===== config.mk =====
export PLATFORM = sky130hd
export DESIGN_NAME = mtr_ctrl
export DESIGN_NICKNAME = d
export VERILOG_FILES = /design/src/hw/rtl/mtr_pkg.sv /design/src/hw/rtl/mtr_ctrl.sv
export SDC_FILE = /design/constraint.sdc
export NUM_CORES = 1
export LEC_CHECK = 0
export ABC_AREA = 1
export BUFFER_PORTS_ARGS = -buffer_cell sky130_fd_sc_hd__clkbuf_2
export CAP_MARGIN = 20
export CORE_MARGIN = 1.5
export CORE_UTILIZATION = 50
export CTS_BUF_LIST = sky130_fd_sc_hd__clkbuf_8
export DETAILED_ROUTE_END_ITERATION = 10
export HOLD_SLACK_MARGIN = 0.15
export PLACE_DENSITY = 0.9
export SKIP_CTS_REPAIR_TIMING = 1
export SLEW_MARGIN = 20
export SYNTH_ARGS = -nofsm -noshare
export SYNTH_HDL_FRONTEND = slang
export SYNTH_SLANG_ARGS = --single-unit

===== constraint.sdc =====
create_clock -name clk_i -period 2 [get_ports clk_i]
set_input_delay 0.3 -clock clk_i [delete_from_list [all_inputs] [get_ports clk_i]]
set_output_delay 0.3 -clock clk_i [all_outputs]
set_load 0.01 [all_outputs]

===== src/hw/rtl/mtr_pkg.sv =====
`timescale 1ns / 1ps

package mtr_pkg;

  // twister geometry
  localparam int unsigned N     = 624;
  localparam int unsigned M     = 397;
  localparam int unsigned IDX_W = 10;
  localparam int unsigned CNT_W = 10;

  // constants of the generator
  localparam logic [31:0] TWIST_XOR     = 32'h9908b0df;
  localparam logic [31:0] TOP_BIT_MASK  = 32'h80000000;
  localparam logic [31:0] LOW_BITS_MASK = 32'h7fffffff;
  localparam logic [31:0] INIT_MULT  = 32'd1812433253;
  localparam logic [31:0] LIN_SEED   = 32'd19650218;
  localparam logic [31:0] MIX1_MULT  = 32'd1664525;
  localparam logic [31:0] MIX2_MULT  = 32'd1566083941;
  localparam logic [31:0] TEMPER_B   = 32'h9d2c5680;
  localparam logic [31:0] TEMPER_C   = 32'hefc60000;

  // stream payload widths
  localparam int unsigned IN_W  = 80;
  localparam int unsigned OUT_W = 72;

  typedef enum logic [1:0] {
    OP_RESEED = 2'd0,
    OP_BITS   = 2'd1,
    OP_BELOW  = 2'd2,
    OP_NONE   = 2'd3
  } op_e;

  typedef enum logic [1:0] {
    ST_OK       = 2'd0,
    ST_BAD_K    = 2'd1,
    ST_ZERO     = 2'd2,
    ST_UNSEEDED = 2'd3
  } status_e;

  // datapath micro-operations
  typedef enum logic [4:0] {
    DP_NOP,
    DP_LOAD,
    DP_EVAL,
    DP_FILL0,
    DP_FILL_A,
    DP_FILL_B,
    DP_MIX_INIT,
    DP_MIX1_A,
    DP_MIX1_B,
    DP_MIX2_INIT,
    DP_MIX2_A,
    DP_MIX2_B,
    DP_FIN,
    DP_BLEN1,
    DP_BLEN2,
    DP_RD,
    DP_WORD,
    DP_DRAW,
    DP_TW0,
    DP_TW_CUR,
    DP_TW_A,
    DP_TW_B,
    DP_TW_C,
    DP_OUT
  } dp_op_e;

  typedef struct packed {
    dp_op_e op;
  } dp_cmd_t;

  typedef struct packed {
    op_e              op;
    logic             err;
    logic             pos_last;
    logic             cnt_zero;
    logic             widx_full;
    logic             need2;
    logic             below;
    logic [IDX_W-1:0] widx;
  } dp_sts_t;

  function automatic logic [31:0] mix_prev(input logic [31:0] v);
    return v ^ (v >> 30);
  endfunction

  function automatic logic [31:0] temper(input logic [31:0] w);
    logic [31:0] y;
    y = w ^ (w >> 11);
    y = y ^ ((y << 7) & TEMPER_B);
    y = y ^ ((y << 15) & TEMPER_C);
    y = y ^ (y >> 18);
    return y;
  endfunction

  // index of the highest set bit of a byte
  function automatic logic [2:0] msb8(input logic [7:0] b);
    logic [2:0] p;
    p = 3'd0;
    for (int i = 0; i < 8; i++) begin
      if (b[i]) p = 3'(i);
    end
    return p;
  endfunction

endpackage


===== src/hw/rtl/mtr_ctrl.sv =====
`timescale 1ns / 1ps

module mtr_ctrl import mtr_pkg::*; (
  input  logic    clk_i,
  input  logic    rst_ni,
  input  logic    in_valid_i,
  output logic    in_ready_o,
  output logic    out_valid_o,
  input  logic    out_ready_i,
  input  dp_sts_t sts_i,
  output dp_cmd_t cmd_o
);

  typedef enum logic [4:0] {
    S_IDLE, S_EVAL, S_FILL0, S_FILL_A, S_FILL_B, S_MIX_INIT, S_MIX1_A, S_MIX1_B,
    S_MIX2_INIT, S_MIX2_A, S_MIX2_B, S_FIN, S_BLEN1, S_BLEN2, S_WCHK, S_WORD,
    S_DECIDE, S_TW0, S_TW_CUR, S_TW_A, S_TW_B, S_TW_C, S_RESULT
  } state_e;

  state_e state_q, state_d;
  logic   ready_q, valid_q;

  always_comb begin
    state_d   = state_q;
    cmd_o.op  = DP_NOP;
    unique case (state_q)
      S_IDLE: if (in_valid_i) begin
        cmd_o.op = DP_LOAD;
        state_d  = S_EVAL;
      end
      S_EVAL: begin
        cmd_o.op = DP_EVAL;
        if (sts_i.op == OP_RESEED)                  state_d = S_FILL0;
        else if (sts_i.op == OP_BITS && !sts_i.err) state_d = S_WCHK;
        else if (sts_i.op == OP_BELOW && !sts_i.err) state_d = S_BLEN1;
        else                                        state_d = S_RESULT;
      end
      S_FILL0:  begin cmd_o.op = DP_FILL0;  state_d = S_FILL_A; end
      S_FILL_A: begin cmd_o.op = DP_FILL_A; state_d = S_FILL_B; end
      S_FILL_B: begin
        cmd_o.op = DP_FILL_B;
        state_d  = sts_i.pos_last ? S_MIX_INIT : S_FILL_A;
      end
      S_MIX_INIT: begin cmd_o.op = DP_MIX_INIT; state_d = S_MIX1_A; end
      S_MIX1_A:   begin cmd_o.op = DP_MIX1_A;   state_d = S_MIX1_B; end
      S_MIX1_B: begin
        cmd_o.op = DP_MIX1_B;
        state_d  = sts_i.cnt_zero ? S_MIX2_INIT : S_MIX1_A;
      end
      S_MIX2_INIT: begin cmd_o.op = DP_MIX2_INIT; state_d = S_MIX2_A; end
      S_MIX2_A:    begin cmd_o.op = DP_MIX2_A;    state_d = S_MIX2_B; end
      S_MIX2_B: begin
        cmd_o.op = DP_MIX2_B;
        state_d  = sts_i.cnt_zero ? S_FIN : S_MIX2_A;
      end
      S_FIN:   begin cmd_o.op = DP_FIN;   state_d = S_RESULT; end
      S_BLEN1: begin cmd_o.op = DP_BLEN1; state_d = S_BLEN2; end
      S_BLEN2: begin cmd_o.op = DP_BLEN2; state_d = S_WCHK; end
      S_WCHK: begin
        if (sts_i.widx_full) begin
          state_d = S_TW0;
        end else begin
          cmd_o.op = DP_RD;
          state_d  = S_WORD;
        end
      end
      S_WORD: begin
        cmd_o.op = DP_WORD;
        if (sts_i.need2)                 state_d = S_WCHK;
        else if (sts_i.op == OP_BELOW)   state_d = S_DECIDE;
        else                             state_d = S_RESULT;
      end
      S_DECIDE: begin
        if (sts_i.below) begin
          state_d = S_RESULT;
        end else begin
          cmd_o.op = DP_DRAW;
          state_d  = S_WCHK;
        end
      end
      S_TW0:    begin cmd_o.op = DP_TW0;    state_d = S_TW_CUR; end
      S_TW_CUR: begin cmd_o.op = DP_TW_CUR; state_d = S_TW_A; end
      S_TW_A:   begin cmd_o.op = DP_TW_A;   state_d = S_TW_B; end
      S_TW_B:   begin cmd_o.op = DP_TW_B;   state_d = S_TW_C; end
      S_TW_C: begin
        cmd_o.op = DP_TW_C;
        state_d  = sts_i.pos_last ? S_WCHK : S_TW_A;
      end
      S_RESULT: if (!valid_q || out_ready_i) begin
        cmd_o.op = DP_OUT;
        state_d  = S_IDLE;
      end
      default: state_d = S_IDLE;
    endcase
  end

  always_ff @(posedge clk_i or negedge rst_ni) begin
    if (!rst_ni) begin
      state_q <= S_IDLE;
      ready_q <= 1'b1;
      valid_q <= 1'b0;
    end else begin
      state_q <= state_d;
      ready_q <= (state_d == S_IDLE);
      if (cmd_o.op == DP_OUT) valid_q <= 1'b1;
      else if (out_ready_i)   valid_q <= 1'b0;
    end
  end

  assign in_ready_o  = ready_q;
  assign out_valid_o = valid_q;

endmodule


[Word-level counts from Yosys, hierarchy flattened]
Index checks and enable logic that the tools add are counted.
Widths: inputs -> output; s select.
Cells by class
  equality and inequality tests: 25
  multiplexer cells: 21
  reductions and logical operators: 9
Operators with widths (number)
  $pmux 5 s23: 2
  $mux 5: 11
  $eq 5x4->1 const B: 8
  $eq 5x5->1 const B: 8
  $eq 5x3->1 const B: 4
  $eq 5x2->1 const B: 2
  $logic_not 5->1: 2
  $mux 4: 2
  $mux 3: 2
  $eq 5x1->1 const B: 1
  $mux 1: 3
  $eq 2x1->1 const B: 1
  $eq 2x2->1 const B: 1
  $logic_and 1x1->1: 2
  $logic_not 1->1: 2
  $logic_not 2->1: 1
  $mux 2: 1
  $reduce_bool 2->1: 1
  $logic_or 1x1->1: 1
Word-level totals
  register bits: 7
  output and inout bits: 7
  word-level logic and storage cells: 58

[Logic depth before layout (Yosys ltp)]
  word-level depth: 7
  depth in mapped cells: 11

[Worst setup path before layout]
No wires, ideal clock.
  path kind: register to output
  start: register state_q[4]
  end: output port cmd_o[0] (netlist bit)
  data arrival time: 1285 ps
  required time: 1700 ps
  setup slack: 415 ps
  stages on the path, launching flop included: 7
  buffers on the path: 1
  path through: dfrtp_1 > buf_4 > inv_1 > nor2_1 > a21oi_1 > nand3_1 > or3_1
RTL lines
  start: declaration: RTL line mtr_ctrl.sv:20  | state_e state_q, state_d;
  start signal: assignment: RTL line mtr_ctrl.sv:103  | state_q <= state_d;
  end: declaration: RTL line mtr_ctrl.sv:11  | output dp_cmd_t cmd_o

==> run_results.csv <==
group,metric,value,unit
place,placed_cells,193,
floorplanning,die_x,44.2,um
floorplanning,initial_utilization,55.0,%
cells_and_area,n_antenna_cell,0,
cells_and_area,fin_nets,205,
power_and_ir_drop,p_sw_share,54.4,%
power_and_ir_drop,ir_worst_vdd,0.000891,V
clock_tree,cts_made_buffers,3,
logic_synthesis,ys_seq_elements,7,
logic_synthesis,synth_top_area_cell,"nand2_1",
setup_path,path_class,"reg2out",
floorplanning,core,1540,um2
place,placed_cell_area,966,um2
floorplanning,rows,14,
setup_path,cp-start-kind,"register",
routing,ant_nets,0,
logic_synthesis,yosys_warnings,0,
timing,final-setup-viol-count,0,
place,place_hpwl,1940,um
cells_and_area,drive_gt1_share,24.2,%
logic_synthesis,ys_top_cells_by_area,"nand2_1, dfrtp_1, nand3_1",
timing,fmax,0.517,GHz
timing,timing.final.ws_setup,0.0670,ns
routing,routedWlPerCell,12.2,um
global_route,grt_pass1_wl,3960,um
power_and_ir_drop,total_leakage_power,0.648,nW
global_route,antenna_found_initial,0,
cells_and_area,area_growth,23.6,%
clock_tree,h-tree-depth,1,
global_route,overflow,0,
setup_path,worstSetupEndpointType,"output port",
power_and_ir_drop,seqPwrFrac,18.2,%
setup_path,worstPathArrival,1.63,ns
routing,drcViolationCount,0,
routing,dr.first_iter.drc_count,72,
timing,tns,0,ns
place,io_buffers,18,
clock_tree,clock_sinks,7,
routing,postRouteWirelength,2410,um
routing,vias_per_cell,5.72,
timing,finalHoldViolCount,0,
cells_and_area,fin_area,1050,um2
global_route,grt_max_degree,9,
min_path,holdCritPathClass,"in2reg",
place,gp_congestion,1.00,
logic_synthesis,ys.flop_type,"dfrtp_1",
setup_path,cp_max_fo,7,
logic_synthesis,synth_edf_count,0,
routing,drt_pass1_iterations,5,
clock_tree,tritoncts,"built",
power_and_ir_drop,clockPowerShare,11.8,%
floorplanning,die_area,1950,um2
power_and_ir_drop,finalPower,1.57,mW
logic_synthesis,synth_area,848,um2
power_and_ir_drop,powerDensity,1500,nW/um2
cells_and_area,fill_cells,134,
logic_synthesis,yosysTopAreaCellShare,20.4,%
timing,rsz0062_at_grt,"yes",
status,outcome,"completed",
place,dpl_worst_slack,0.252,ns
timing,slew_headroom,74.6,%
power_and_ir_drop,internal_power,0.715,mW
timing,finalCriticalPeriod,1.93,ns
floorplanning,die_y,44.2,um
routing,num_vias,1133,
logic_synthesis,ys_async_sr_fraction,100,%
timing,finalCritPeriodShare,96.7,%
cells_and_area,stdcell_count,198,
timing,skew,0.00150,ns
logic_synthesis,synthCells,158,
clock_tree,cts.clk_slew.worst_paths,0.04,ns
global_route,grt_pass1_vias,1012,
power_and_ir_drop,comb_power_share,70.0,%
timing,worst_pin_slew,0.380,ns
clock_tree,insertion_delay,0.22,ns
global_route,grt_usage,26.8,%
floorplanning,io_pins,29,
timing,final_max_slew_viol_count,0,
power_and_ir_drop,p_sw,0.853,mW
logic_synthesis,synth.avg_cell_area,5.37,um2
setup_path,cp.required,1.70,ns
clock_tree,clk_path_buf_depth,2,
logic_synthesis,seq_area_frac_synth,20.8,%
run,cap_violations,0,
clock_tree,clock-root-buffer,"clkbuf_8",
logic_synthesis,netlist-cell-type-count,21,
logic_synthesis,synth_nets,180,
-- path summary, 6_finish.rpt --
path,startpoint,end,slack [ns],cells after the start
min reg2reg,out_valid_o,out_valid_o,0.56,2
max,state_q[4],cmd_o[0],0.07,6
min in group asynchronous,rst_ni,state_q[3],0.45,2
min,out_ready_i,out_valid_o,0.40,4
max in group asynchronous,rst_ni,in_ready_o,1.32,2
max reg2reg,state_q[3],in_ready_o,0.48,10
-- synthesized netlist by cell type (all sizes together) (2+ instances only) --
master / count
nand4: 4
nand2: 49
nand3: 24
a21oi: 2
dfrtp: 6
nand3b: 2
nor2: 35
inv: 24
o21ai: 2
nor3: 3
-- routing by layer --
layer  share of wire, %  global-route usage (%)
met5                  0                       0
met4                3.0                    10.9
met3                 11                    5.71
met2                 48                    43.5
met1                 38                    34.5
-- area by class of cell --
type / instances / area (um2) / area share [%]
Inverter: 24 / 90.1 / 8.59
Clock buffer: 3 / 41.3 / 3.94
Multi-Input combinational cell: 126 / 598 / 57.0
Timing Repair Buffer: 21 / 115 / 11.0
Tap cell: 16 / 20.0 / 1.91
Clock inverter: 1 / 3.75 / 0.358
Sequential cell: 7 / 180 / 17.2
-- placed cells by master, fill, tap and decap left out --
cell type and instances:
a21oi_1 1, a21oi_2 1, buf_4 2, clkbuf_2 18, clkbuf_8 3, dfrtp_1 3, dfrtp_2 3, dfstp_2 1
dlygate4sd3_1 1, inv_1 23, inv_2 2, nand2_1 46, nand2_2 3, nand3_1 23, nand3_2 1, nand3b_1 2
nand4_1 4, nor2_1 27, nor2_2 6, nor2_4 2, nor3_1 2, nor3_2 1, nor3b_1 1, o2111ai_1 1
o211ai_1 1, o21ai_0 2, or2_2 1, or3_1 1
-- registers in the layout, indices dropped and copies added (netlist names) --
signal       cells
out_valid_o      1
state_q          5
in_ready_o       1
-- metrics by stage --
| stage | hold slack [ns] | util (%) |
|---|---|---|
| 2_1_floorplan | 0.00441 | - |
| 3_3_place_gp | 0.134 | 62.7 |
| 3_5_place_dp | 0.141 | 62.7 |
| 4_1_cts | -0.0952 | 65.6 |
| 5_1_grt | 0.417 | 68.0 |
| 6_report | 0.396 | 68.0 |
-- cell families after synthesis --
| family | count (synthesis) | synth area share [%] |
|---|---|---|
| AO/OA/AOI/OAI | 6 | 4.28 |
| buffers and inverters | 25 | 11.5 |
| flip-flops | 7 | 20.8 |
| AND/OR/NAND/NOR | 120 | 63.4 |
-- power by group through the flow --
stage | combinational, mW | clock (mW) | sequential [mW]
floorplan | 0.749 | 0 | 0.258
global placement | 1.02 | 0 | 0.273
detailed placement | 1.04 | 0 | 0.275
CTS | 1.04 | 0.191 | 0.274
global route | 1.21 | 0.203 | 0.294
finish | 1.10 | 0.185 | 0.286
-- worst max-delay path: stages (launching register included) --
cell,delay (ns)
dfrtp_2,0.46
nand3_1,0.18
nor2_1,0.07
a21oi_2,0.13
nand3_1,0.09
or3_1,0.34
clkbuf_2,0.13
(Power assumes the default switching activity.)
